$ cat src/hdl/gol_pkg.sv
// Shared parity matrix, syndrome helpers and types for the Golay (24,12) codec.
package gol_pkg;

  localparam int unsigned DataW = 12;
  localparam int unsigned WordW = 24;

  typedef logic [DataW-1:0] gol_data_t;
  typedef logic [WordW-1:0] gol_word_t;
  typedef logic [3:0]       gol_weight_t;

  localparam logic CMD_ENCODE = 1'b0;
  localparam logic CMD_DECODE = 1'b1;

  localparam gol_data_t ROWS [DataW] = '{
    12'b110111000101,
    12'b101110001011,
    12'b011100010111,
    12'b111000101101,
    12'b110001011011,
    12'b100010110111,
    12'b000101101111,
    12'b001011011101,
    12'b010110111001,
    12'b101101110001,
    12'b011011100011,
    12'b111111111110
  };

  typedef struct packed {
    logic      command;
    gol_data_t payload;
    gol_word_t received_word;
  } gol_item_t;

  typedef struct packed {
    gol_data_t parity;
    gol_data_t data;
    gol_data_t syn;
    gol_data_t psyn;
  } gol_syn_t;

  typedef struct packed {
    gol_word_t code_word;
    gol_data_t data_out;
    logic [1:0] errors_fixed;
    logic       uncorrectable;
  } gol_result_t;

  function automatic gol_data_t parity_of(gol_data_t bits);
    gol_data_t acc;
    acc = '0;
    for (int k = 0; k < DataW; k++) begin
      if (bits[k]) begin
        acc = acc ^ ROWS[DataW-1-k];
      end
    end
    return acc;
  endfunction

  function automatic gol_weight_t weight12(gol_data_t v);
    gol_weight_t lo;
    gol_weight_t hi;
    lo = '0;
    hi = '0;
    for (int k = 0; k < DataW/2; k++) begin
      lo = lo + gol_weight_t'(v[k]);
      hi = hi + gol_weight_t'(v[k+DataW/2]);
    end
    return lo + hi;
  endfunction

endpackage

$ cat src/hdl/gol_syndrome.sv
// Parity products of the registered word: encode parity and both decode syndromes.
module gol_syndrome import gol_pkg::*; (
  input  gol_item_t item,
  output gol_syn_t  syn
);

  gol_data_t rx_data;
  gol_data_t rx_parity;

  assign rx_data   = item.received_word[DataW-1:0];
  assign rx_parity = item.received_word[WordW-1:DataW];

  assign syn.parity = parity_of(item.payload);
  assign syn.data   = rx_data;
  assign syn.syn    = parity_of(rx_data) ^ rx_parity;
  assign syn.psyn   = parity_of(rx_parity) ^ rx_data;

endmodule

$ cat config.mk
export PLATFORM = sky130hd
export DESIGN_NAME = gol_syndrome
export DESIGN_NICKNAME = d
export VERILOG_FILES = /design/src/hdl/gol_pkg.sv /design/src/hdl/gol_syndrome.sv
export SDC_FILE = /design/constraint.sdc
export NUM_CORES = 1
export LEC_CHECK = 0
export ABC_AREA = 1
export CAP_MARGIN = 20
export CORE_MARGIN = 2
export CORE_UTILIZATION = 61
export DETAILED_ROUTE_END_ITERATION = 10
export DONT_BUFFER_PORTS = 1
export GPL_ROUTABILITY_DRIVEN = 0
export PLACE_DENSITY = 0.8
export SLEW_MARGIN = 20
export SYNTH_ARGS = -nofsm -noshare
export SYNTH_HDL_FRONTEND = slang
export SYNTH_SLANG_ARGS = --single-unit
$ cat constraint.sdc
create_clock -name vclk -period 1.24
set_clock_uncertainty 0.2 [all_clocks]
set_input_delay 0.186 -clock vclk [all_inputs]
set_output_delay 0.186 -clock vclk [all_outputs]
set_load 0.05 [all_outputs]
==> results of run 1 <==
## logic make-up after synthesis
| kind of cell | Yosys count |
|---|---|
| buf+inv | 113 |
| xor+xnor | 120 |
| simple gates | 310 |
## synth_stat cells, types with 2 or more instances
library cell  count
nand2_1         250
inv_1            66
xor2_1           56
xnor2_1          53
nand3_1          49
buf_4            25
buf_2             8
xnor2_2           7
buf_6             6
nor2_1            6
inv_2             3
clkbuf_2          2
clkbuf_8          2
nand2_2           2
xnor2_4           2
xor2_2            2
==> out/qor.yml, run 1 <==
status: "did not finish"
ys_warn_count: 0
dieWidth_um: 74.1
syn_avg_cell_area_um2: 5.51
num_rows: 25
synth_compound_area_frac: 0
synth.distinct_cells: 20
synthSimpleGateAreaFrac: 0.414
die_h_um: 74.1
synth_adder_area_share: 0
synth.area.top_cells: "nand2_1 (31%), xor2_1 (16%), xnor2_1 (16%), inv_1 (8.3%), nand3_1 (8.2%)"
netlist_instances: 543
synth_top_area_share: 0.313
synth_top_family_by_area: "simple AND/OR/NAND/NOR gates"
yosysSeqAreaShare: 0
synth_top_area_cell: "nand2_1"
synthMuxAreaShare: 0
syn_nets: 580
tool.error: "[ERROR GPL-0301] Utilization 102.736 % exceeds 100%."
stop_stage: "global placement without I/O (3_1_place_gp_skip_io)"
syn_area_mm2: 0.00299
start_util: 0.634
synth_xor_area_frac: 0.386
==> run 2: changes to the inputs <==
CORE_UTILIZATION = 40   (was 61)
PLACE_DENSITY = default   (was 0.8)
PLACE_DENSITY_LB_ADDON = 0.15   (was default)
clock period = 1.6 ns   (was 1.24 ns; I/O delays follow)
==> run 2 against run 1 <==
  * The run now ends clean
  * Synthesized cell count is the same
  * Synthesized area did not move
==> out/qor.yml, run 2 <==
status: "finished clean"
via_count: 2943
switchingPower_mw: 1.79
syn_nets: 580
syn_avg_cell_area_um2: 5.51
rsz0062_at_grt: "true"
start_kind: "primary input"
crit_path_end_kind: "output pin"
slew_viol_final: 0
critPathSlowestCell: "xor2_4"
multi_input_area_mm2: 0.00327
fin_ws_ns: 0.0376
seqCellArea_um2: 0
ir_worst_vdd_v: 0.000484
crit_type: "primary input to output pin"
cap_violations: 0
drc: 0
antenna_found_initial: 0
ant_nets: 0
dieWidth_um: 90.5
finalSetupViolations: 0
swShare: 0.608
max_freq_ghz: 0.640
synth_top_area_cell: "nand2_1"
first_pass_iters: 4
layout_common_cells: "nand2_1 (195), inv_1 (53), nand3_1 (42)"
core_area_mm2: 0.00725
num_rows: 31
wl_per_cell_um: 13.0
vias_per_cell: 4.77
die_h_um: 90.5
pin_count: 85
worstPathRequired_ns: 1.16
wl_mm: 8.00
final_area_mm2: 0.00397
hold_viol_final: 0
netlist_instances: 543
placed_area_mm2: 0.00366
area_delta_synth_final_pct: 32.7
synthTopCellsByCount: "nand2_1 (250), inv_1 (66), xor2_1 (56)"
syn_area_mm2: 0.00299
clock_power_share: 0
hold_start: "item[2]"
grt_overflow: 0
synth.distinct_cells: 20
comb_power_share: 1.000
ys_warn_count: 0
cp_common_cell: "xor2_4"
fillers: 737
worst_slew_pin_slew_ns: 0.395
clockBufferCount: 0
drive_gt1_frac: 0.295
use_met3: 0.0334
path_delay_family: "XOR/XNOR gates"
dp_hpwl_mm: 6.75
postLayoutCoreUtil: 0.548
grt_first_pass_wirelength_mm: 13.2
finalCriticalPeriod_ns: 1.56
holdBufCountCts: 0
final_common_cell: "nand2_1"
worst_ep_arrival_time_ns: 1.12
p_seq_frac: 0
relSlewSlack: 0.735
grtUsageTotal: 0.194
synth.area.top_cells: "nand2_1 (31%), xor2_1 (16%), xnor2_1 (16%), inv_1 (8.3%), nand3_1 (8.2%)"
use_met2: 0.374
finalPower_mw: 2.94
nFlopsAndLatches: 0
port_buffers: 0
critPathMaxStageDelay_ns: 0.30
dp_slack_ns: -0.0259
use_met1: 0.217
top_usage_layer: "met2"
die_area_mm2: 0.00819
crit_buf_inv: 1
power.density_mw_per_mm2: 739
period_share: 0.976
yosysMostFrequentCell: "nand2_1"
grt_pass1_vias: 2890
fin_nets: 557
worstPathMaxFanout: 5
crit_path_cell_trace: "xnor2_4 > xor2_4 > xor2_4 > buf_12"
synth_top_area_share: 0.313
yosysSeqAreaShare: 0
grt_max_degree: 15
first_iter_violations: 88
p_leak_nw: 2.02
start_util: 0.413
hold_path_class: "primary input to output pin"
power.internal_mw: 1.15
crit_start: "item[24]"
diodes: 0
==> run 2: logic make-up (layout without fill, tap and decap cells) <==
kind of cell | count (synthesis) | in the layout | synth area share
simple gates | 310 | 310 | 0.414
buf+inv | 113 | 88 | 0.200
xor+xnor | 120 | 120 | 0.386
==> run 2: final timing paths <==
check             endpoint  slack [ns]  cells after the start
setup / recovery   syn[41]        0.04                      4
hold / removal     syn[26]        0.28                      0
==> run 2: what timing repair did <==
| item | in CTS | in global routing |
|---|---|---|
| hold endpoints to repair | 0 | 0 |
| gates resized for setup | 3 | 61 |
| endpoints found under the setup margin | 2 | 26 |
| setup buffers | 0 | 2 |
| pin swaps | 0 | 26 |
==> run 2: final cells by class <==
| type | instances | share of cell area |
|---|---|---|
| inverters | 69 | 0.0743 |
| multi-input cells | 430 | 0.824 |
| repair buffers | 19 | 0.0706 |
| well taps | 99 | 0.0312 |
==> run 2: stage by stage <==
stage,hold slack [ns],cells,TNS (ns)
after detailed placement,0.280,615,-0.0317
final,0.280,617,0
after floorplan,0.447,543,-0.339
after global placement,0.280,615,-0.0294
after CTS,0.280,615,0
after global routing,0.280,617,-0.0623
==> run 2: per-layer routing <==
| layer | wire (um) | up-vias |
|---|---|---|
| met1 | 3030 | 1336 |
| met5 | 0 | - |
| li1 | - | 1519 |
| met3 | 471 | 16 |
| met2 | 4260 | 72 |
| met4 | 240 | 0 |
==> run 2: power groups by stage <==
stage                     sequential [mW]  clock, mW  combinational, mW
final                                   0          0               2.94
after global routing                    0          0               3.13
after CTS                               0          0               2.82
after floorplan                         0          0               2.47
after detailed placement                0          0               2.81
after global placement                  0          0               2.78
No activity file was read; power rests on OpenSTA's default activity.
