$ cat src/hdl/gol_pkg.sv
// Shared parity matrix, syndrome helpers and types for the Golay (24,12) codec.
package gol_pkg;

  localparam int unsigned DataW = 12;
  localparam int unsigned WordW = 24;

  typedef logic [DataW-1:0] gol_data_t;
  typedef logic [WordW-1:0] gol_word_t;
  typedef logic [3:0]       gol_weight_t;

  localparam logic CMD_ENCODE = 1'b0;
  localparam logic CMD_DECODE = 1'b1;

  localparam gol_data_t ROWS [DataW] = '{
    12'b110111000101,
    12'b101110001011,
    12'b011100010111,
    12'b111000101101,
    12'b110001011011,
    12'b100010110111,
    12'b000101101111,
    12'b001011011101,
    12'b010110111001,
    12'b101101110001,
    12'b011011100011,
    12'b111111111110
  };

  typedef struct packed {
    logic      command;
    gol_data_t payload;
    gol_word_t received_word;
  } gol_item_t;

  typedef struct packed {
    gol_data_t parity;
    gol_data_t data;
    gol_data_t syn;
    gol_data_t psyn;
  } gol_syn_t;

  typedef struct packed {
    gol_word_t code_word;
    gol_data_t data_out;
    logic [1:0] errors_fixed;
    logic       uncorrectable;
  } gol_result_t;

  function automatic gol_data_t parity_of(gol_data_t bits);
    gol_data_t acc;
    acc = '0;
    for (int k = 0; k < DataW; k++) begin
      if (bits[k]) begin
        acc = acc ^ ROWS[DataW-1-k];
      end
    end
    return acc;
  endfunction

  function automatic gol_weight_t weight12(gol_data_t v);
    gol_weight_t lo;
    gol_weight_t hi;
    lo = '0;
    hi = '0;
    for (int k = 0; k < DataW/2; k++) begin
      lo = lo + gol_weight_t'(v[k]);
      hi = hi + gol_weight_t'(v[k+DataW/2]);
    end
    return lo + hi;
  endfunction

endpackage

$ cat src/hdl/gol_correct.sv
// Correction pattern search and result formatting for encode and decode.
module gol_correct import gol_pkg::*; (
  input  logic        command,
  input  gol_data_t   payload,
  input  gol_syn_t    syn,
  output gol_result_t result
);

  gol_weight_t w_syn;
  gol_weight_t w_psyn;
  gol_weight_t w_drow [DataW];
  gol_weight_t w_prow [DataW];
  gol_data_t   t_prow [DataW];

  always_comb begin
    w_syn  = weight12(syn.syn);
    w_psyn = weight12(syn.psyn);
    for (int i = 0; i < DataW; i++) begin
      w_drow[i] = weight12(syn.syn ^ ROWS[i]);
      t_prow[i] = syn.psyn ^ ROWS[i];
      w_prow[i] = weight12(t_prow[i]);
    end
  end

  always_comb begin
    gol_data_t  data;
    logic [1:0] errs;
    logic       found;
    data  = '0;
    errs  = '0;
    found = 1'b0;
    // Later assignments take priority, so the search runs in reverse order.
    for (int i = 0; i < DataW; i++) begin
      if (w_prow[i] <= 4'd2) begin
        data  = syn.data ^ t_prow[i];
        errs  = w_prow[i][1:0] + 2'd1;
        found = 1'b1;
      end
    end
    for (int i = 0; i < DataW; i++) begin
      if (w_drow[i] <= 4'd2) begin
        data  = syn.data ^ (gol_data_t'(1) << (DataW-1-i));
        errs  = w_drow[i][1:0] + 2'd1;
        found = 1'b1;
      end
    end
    if (w_psyn <= 4'd3) begin
      data  = syn.data ^ syn.psyn;
      errs  = w_psyn[1:0];
      found = 1'b1;
    end
    if (w_syn <= 4'd3) begin
      data  = syn.data;
      errs  = w_syn[1:0];
      found = 1'b1;
    end

    result = '0;
    if (command == CMD_ENCODE) begin
      result.code_word = {syn.parity, payload};
    end else if (found) begin
      result.data_out     = data;
      result.errors_fixed = errs;
    end else begin
      result.uncorrectable = 1'b1;
    end
  end

endmodule

$ cat config.mk
export PLATFORM = sky130hd
export DESIGN_NAME = gol_correct
export DESIGN_NICKNAME = d
export VERILOG_FILES = /design/src/hdl/gol_pkg.sv /design/src/hdl/gol_correct.sv
export SDC_FILE = /design/constraint.sdc
export NUM_CORES = 1
export LEC_CHECK = 0
export ABC_AREA = 1
export BUFFER_PORTS_ARGS = -buffer_cell sky130_fd_sc_hd__buf_4
export CAP_MARGIN = 25
export CORE_MARGIN = 5
export CORE_UTILIZATION = 45
export DETAILED_ROUTE_END_ITERATION = 10
export SLEW_MARGIN = 25
export SYNTH_ARGS = -nofsm -noshare
export SYNTH_HDL_FRONTEND = slang
export SYNTH_SLANG_ARGS = --single-unit
export TNS_END_PERCENT = 1
$ cat constraint.sdc
create_clock -name vclk -period 7.9
set_input_delay 0.79 -clock vclk [all_inputs]
set_output_delay 0.79 -clock vclk [all_outputs]
set_load 0.005 [all_outputs]
Yosys cells after proc, flatten, opt, wreduce, memory -nomap -nowiden
Index checks and enable logic that the tools add are counted.
{"block": "totals", "regBits": 0, "inputBits": 61, "out_inout_bits": 39}
{"block": "op_classes", "add_sub_neg": 304, "n_lt_le_gt_ge": 26, "muxes": 82, "n_bitwise": 49}
{"operator": "adder 4 x 1 -> 4 bit", "count": 110}
{"operator": "two-way mux 12 bit", "count": 26}
{"operator": "adder 3 x 1 -> 4 bit", "count": 48}
{"operator": "bitwise XOR 12 bit", "count": 13}
{"operator": "NOT 7 bit", "count": 22}
{"operator": "adder 2 x 1 -> 3 bit", "count": 48}
{"operator": "adder 4 bit", "count": 26}
{"operator": "<= comparator 4 x 2 -> 1 bit (second input constant)", "count": 26}
{"operator": "adder 1 x 1 -> 2 bit", "count": 48}
{"operator": "two-way mux 2 bit", "count": 26}
{"operator": "adder 2 x 1 -> 2 bit (second input constant)", "count": 24}
{"operator": "two-way mux 1 bit", "count": 27}
{"operator": "two-way mux 24 bit", "count": 1}
{"operator": "NOT 11 bit", "count": 2}
{"operator": "two-way mux 15 bit", "count": 1}
{"operator": "two-way mux 14 bit", "count": 1}
{"operator": "NOT 1 bit", "count": 12}

Longest topological paths before layout
Gate-level depths: netlist (run 1).
{"block": "depth", "ltp_word": 36, "ltp_mapped": 35, "ltp_nobuf": 35}

Worst setup path before layout (run 1)
No wires, ideal clock.
{"block": "synth_path", "path_kind": "input to output", "startpoint": "in syn[12] (netlist name)", "endpoint": "out result[3] (netlist name)", "arrival_time_ps": 5355, "t_required_ps": 7110, "setup_slack_ps": 1755, "cell_stages": 22, "path_buffers": 0, "cell_sequence": "inv_1 -> fa_1 -> inv_1 -> fa_1 -> inv_1 -> fa_1 -> inv_1 -> fa_1 -> inv_1 -> ha_1 -> fa_1 -> ha_1 -> o2111ai_2 -> nand3_4 -> nor2_4 -> nand2_4 -> nor2_8 -> nand3_4 -> a211o_1 -> nand3_1 -> nand3_1 -> a21oi_1"}
{"element": "from (decl)", "line_no": "gol_correct.sv:5", "source": "input gol_syn_t syn,"}
{"element": "to (decl)", "line_no": "gol_correct.sv:6", "source": "output gol_result_t result"}

==> flow_summary.ini, run 1 <==
[status]
status = completed

[critical_path]
crit_cells = 24
critPathLaunch = syn[0]
worst_path_max_delay_cell = fa_1
crit_chain = buf_4, inv_1, fa_1, inv_1, fa_1, inv_1, fa_1, inv_1, fa_1, inv_1, ha_1, fa_1, ha_1, inv_1, a221oi_1, nand2_1, nand2_1, inv_1, nand4_1, nor3_2, nor2_2, o21ai_0, a21oi_1, buf_4
crit_end = result[14]
endpoint_kind = output pin
cp-start-kind = input port
slowest_delay_ps = 620
path_buf_inv = 9
cp_top_family = adder cells
crit_arrival_ps = 6420
cp_max_fo = 12
critical_path_class = in2out
required_ps = 7110
crit_top_cell = inv_1

[grt]
grt_pass1_wl_um = 43090
antenna_found_initial = 0
use_met1 = 0.3140
grt-ovfl-total = 0
grt_max_degree = 26
grt_pass1_vias = 8526
grt_use_met2 = 0.3564
use_met3 = 0.04097
grt_usage = 0.2176
grt_busiest_layer = met2

[cts]
postCtsHoldBufs = 0
post_cts_resized = 0
cts_setup_buffers = 0

[logic_synthesis]
syn_inst = 1288
ys_seq_area_frac = 0
yosys_warnings = 0
synth_area_sq_um = 9794
syn_avg_cell_area_sq_um = 7.604
synth_cell_types = 47
synth_nets = 1665

[die]
rows = 54
fp.dieW_um = 157.5
initial_core_util = 0.4530
io_pins = 100
die_area_sq_um = 24820
coreArea_sq_um = 21620
die_h_um = 157.5

[layout]
n_antenna_cell = 0
area_growth_syn_to_layout_pct = 11.28
layout_common_cells = inv_1, nand2_1, fa_1
layout-drive-gt1-share = 0.1227
clkbuf_count = 0
seq_cell_count = 0
final_nets = 1764
regArea_sq_um = 0
layout_commonest_cell = inv_1
final_core_util = 0.5041

[place]
gp_congestion = 0.9456
io_buffers = 100
dp_hpwl_um = 23300

[timing]
fmax_ghz = 0.1388
setup_violations = 0
relSlewSlack = 0.5917
worst_pin_slew_ps = 611.7
period_needed_ps = 7207
period_share = 0.9123
timing.final.max_slew_violations = 0
finalHoldViolations = 0
setup_tns_ps = 0
rsz0062_at_grt = no

[routing]
finalWirelength_um = 26200
firstDrtPassIters = 5
viasPerCell = 5.005
route.detailed.drc = 0
wl_per_cell_um = 15.74
drtAntennaViolNets = 0
vias = 8334
detailedRoute.firstIterationViolations = 497

[min_path]
min_path_cells = 4
hold_path_class = in2out

[job]
drv_cap = 0
## metal layers
metal	wire length, um	vias up
met5	0	-
met4	301	0
met3	2059	20
met2	11810	269
met1	12040	3948
li1	-	4097
## cells in the mapped netlist, drive strengths merged (2+ instances only)
cell type	count	area (sq um)
nand3b	3	22.52
xnor2	13	113.9
a21o	2	15.01
a21oi	86	471.7
o2111ai	2	30.03
xor2	14	122.6
a31oi	7	43.79
nor2	89	382.9
clkbuf	5	18.77
o21ai	64	380.4
nor3	11	70.07
o21bai	3	22.52
buf	5	30.02
o31ai	2	15.01
a221oi	3	26.28
a211oi	7	52.55
nand3	48	280.3
ha	136	1702
o211ai	5	37.54
nand4	2	12.51
nand2	205	822.0
fa	180	3603
or2	2	12.51
clkinv	3	13.76
inv	385	1445
## worst min path at each step
stage | endpoint | start
2_1_floorplan | result[15] | payload[0]
3_3_place_gp | result[23] | payload[8]
3_5_place_dp | result[30] | syn[39]
4_1_cts | result[30] | syn[39]
5_1_grt | result[37] | syn[46]
6_report | result[31] | syn[40]
## cells by family (layout without fill, tap and decap cells)
logic type,after synthesis,count (layout),share of synthesized area
buffers and inverters,398,495,0.1539
and+or+nand+nor,361,361,0.1643
adders and majority gates,316,316,0.5416
AOI/OAI and AO/OA,186,186,0.1160
xor gates and xnor gates,27,27,0.02414
## area by class of cell
type	instances	area, sq um
timing repair buffer	107	803.3
tap	280	350.3
fill	2208	10720
inverter	388	1459
multi-input combinational	890	8287
## through the flow
stage          instances  setup WS [ps]  hold WS (ps)  area (sq um)
2_1_floorplan       1288           1755          1647          9794
3_3_place_gp        1665          729.4          1861         10900
3_5_place_dp        1665          699.6          1866         10900
4_1_cts             1665          686.3          1866         10900
5_1_grt             1665          347.3          1874         10900
6_report            1665          693.2          1865         10900
Power of run 1 is not shown: default switching activity piles up to over one toggle a cycle in this logic, so the estimate is an artifact.
==> inputs of run 2 (changes only) <==
--- a/config.mk
+++ b/config.mk
@@ -5,7 +5,6 @@
 export SDC_FILE = /design/constraint.sdc
 export NUM_CORES = 1
 export LEC_CHECK = 0
-export ABC_AREA = 1
 export BUFFER_PORTS_ARGS = -buffer_cell sky130_fd_sc_hd__buf_4
 export CAP_MARGIN = 25
 export CORE_MARGIN = 5
==> flow_summary.ini, run 2 <==
[logic_synthesis]
syn_inst = 1192
yosys-top-cells-count = inv_1, fa_1, ha_1
synth_nets = 1569
yosys_warnings = 0
syn_avg_cell_area_sq_um = 8.430
ys_seq_area_frac = 0
synth_area_sq_um = 10050
synth_cell_types = 82
yosysTopAreaCell = fa_1
ys_top_cells_by_area = fa_1, ha_1, inv_1
yosysMostFrequentCell = inv_1
yosysTopAreaCellShare = 0.3586

[timing]
finalHoldViolations = 0
rsz0062_at_grt = no
worst_pin_slew_ps = 871.2
setup_violations = 0
timing.final.max_slew_violations = 0
fin_ws_ps = 397.0
fmax_ghz = 0.1333
relSlewSlack = 0.4177
period_share = 0.9498
period_needed_ps = 7503
setup_tns_ps = 0

[routing]
detailedRoute.firstIterationViolations = 561
viasPerCell = 5.578
firstDrtPassIters = 5
drtAntennaViolNets = 0
finalWirelength_um = 31070
wl_per_cell_um = 19.94
vias = 8691
route.detailed.drc = 0

[cts]
cts_setup_buffers = 0
postCtsHoldBufs = 0
post_cts_resized = 0

[pwr]
switching_share = 0.6193
p_leak_nw = 5.669
peakVddDrop_v = 0.0002391
power_frac_seq = 0
p_comb_frac = 1.000
p_sw_mw = 3.031
clkPwrFrac = 0
power.internal_mw = 1.863
pwr_density_cell_nw_per_um2 = 439.7

[layout]
stdcell_count = 1558
multi_input_area_sq_um = 8836
seq_cell_count = 0
layout_common_cells = inv_1, fa_1, ha_1
n_antenna_cell = 0
clkbuf_count = 0
regArea_sq_um = 0
layout_commonest_cell = inv_1
layout-drive-gt1-share = 0.1236
final_core_util = 0.5085
fill_cells = 2198
area_growth_syn_to_layout_pct = 10.77
final_nets = 1657

[die]
io_pins = 100
initial_core_util = 0.4590
fp.dieW_um = 159.4
coreArea_sq_um = 21890
die_h_um = 159.4
die_area_sq_um = 25420
rows = 54

[job]
drv_cap = 0

[grt]
grt_max_degree = 28
grt_pass1_vias = 9178
grt-ovfl-total = 0
grt_usage = 0.2457
grt_pass1_wl_um = 50890
antenna_found_initial = 0

[critical_path]
endpoint_kind = output pin
cp_top_family = adder cells
cp_max_fo = 11
worst_path_max_delay_cell = a2111oi_1
slowest_delay_ps = 790
crit_top_cell = inv_1
crit_arrival_ps = 6710
crit_chain = buf_4, inv_1, fa_1, inv_1, fa_1, inv_1, fa_1, inv_1, fa_1, inv_1, ha_1, fa_1, ha_1, inv_1, a21oi_1, and2_1, a21oi_1, and4_1, a2111oi_1, o22ai_1, o31a_1, buf_4
critical_path_class = in2out
path_buf_inv = 8
required_ps = 7110
cp-start-kind = input port

[min_path]
hold_path_class = in2out

[place]
gp_congestion = 0.9709
io_buffers = 100
dp_slack_ps = 388.8
dp_cells = 1558
dp_hpwl_um = 26670

[status]
status = completed
[run 2: area by class of cell]
class | count | area share
timing repair buffer | 117 | 0.07891
tap | 280 | 0.03147
inverter | 284 | 0.09577
multi-input combinational | 877 | 0.7938
[run 2: cell families after synthesis]
group / share of synthesized area
XOR/XNOR: 0.01046
AND/OR/NAND/NOR: 0.1503
multiplexers: 0.009339
adder cells (fa/ha/maj): 0.5280
buffers and inverters: 0.1208
AO/OA/AOI/OAI: 0.1812
[run 2: path summary, 6_finish.rpt]
check                   start    endpoint  slack [ps]  cells after the start
worst min-delay path  syn[44]  result[35]        1880                      3
worst max-delay path   syn[0]   result[1]         400                     22
[run 2: per-stage QoR]
step	hold slack, ps	power (mW)	cell area, sq um
2_1_floorplan	1610	3.411	10050
3_3_place_gp	1873	4.788	11130
3_5_place_dp	1876	4.816	11130
4_1_cts	1876	4.859	11130
5_1_grt	1892	5.439	11130
6_report	1875	4.894	11130
[run 2: power groups by stage]
stage / logic (mW) / clock network, mW / registers, mW
finish: 4.89 / 0 / 0
CTS: 4.86 / 0 / 0
global route: 5.44 / 0 / 0
global placement: 4.79 / 0 / 0
floorplan: 3.41 / 0 / 0
detailed placement: 4.82 / 0 / 0
[run 2: per-layer routing]
layer	GRT usage	wire, um	up-vias
li1	-	-	4132
met1	0.3188	13000	4237
met2	0.4457	15680	267
met3	0.01657	1421	55
met4	0.06165	969	0
met5	0	0	-
(Power assumes the default switching activity.)
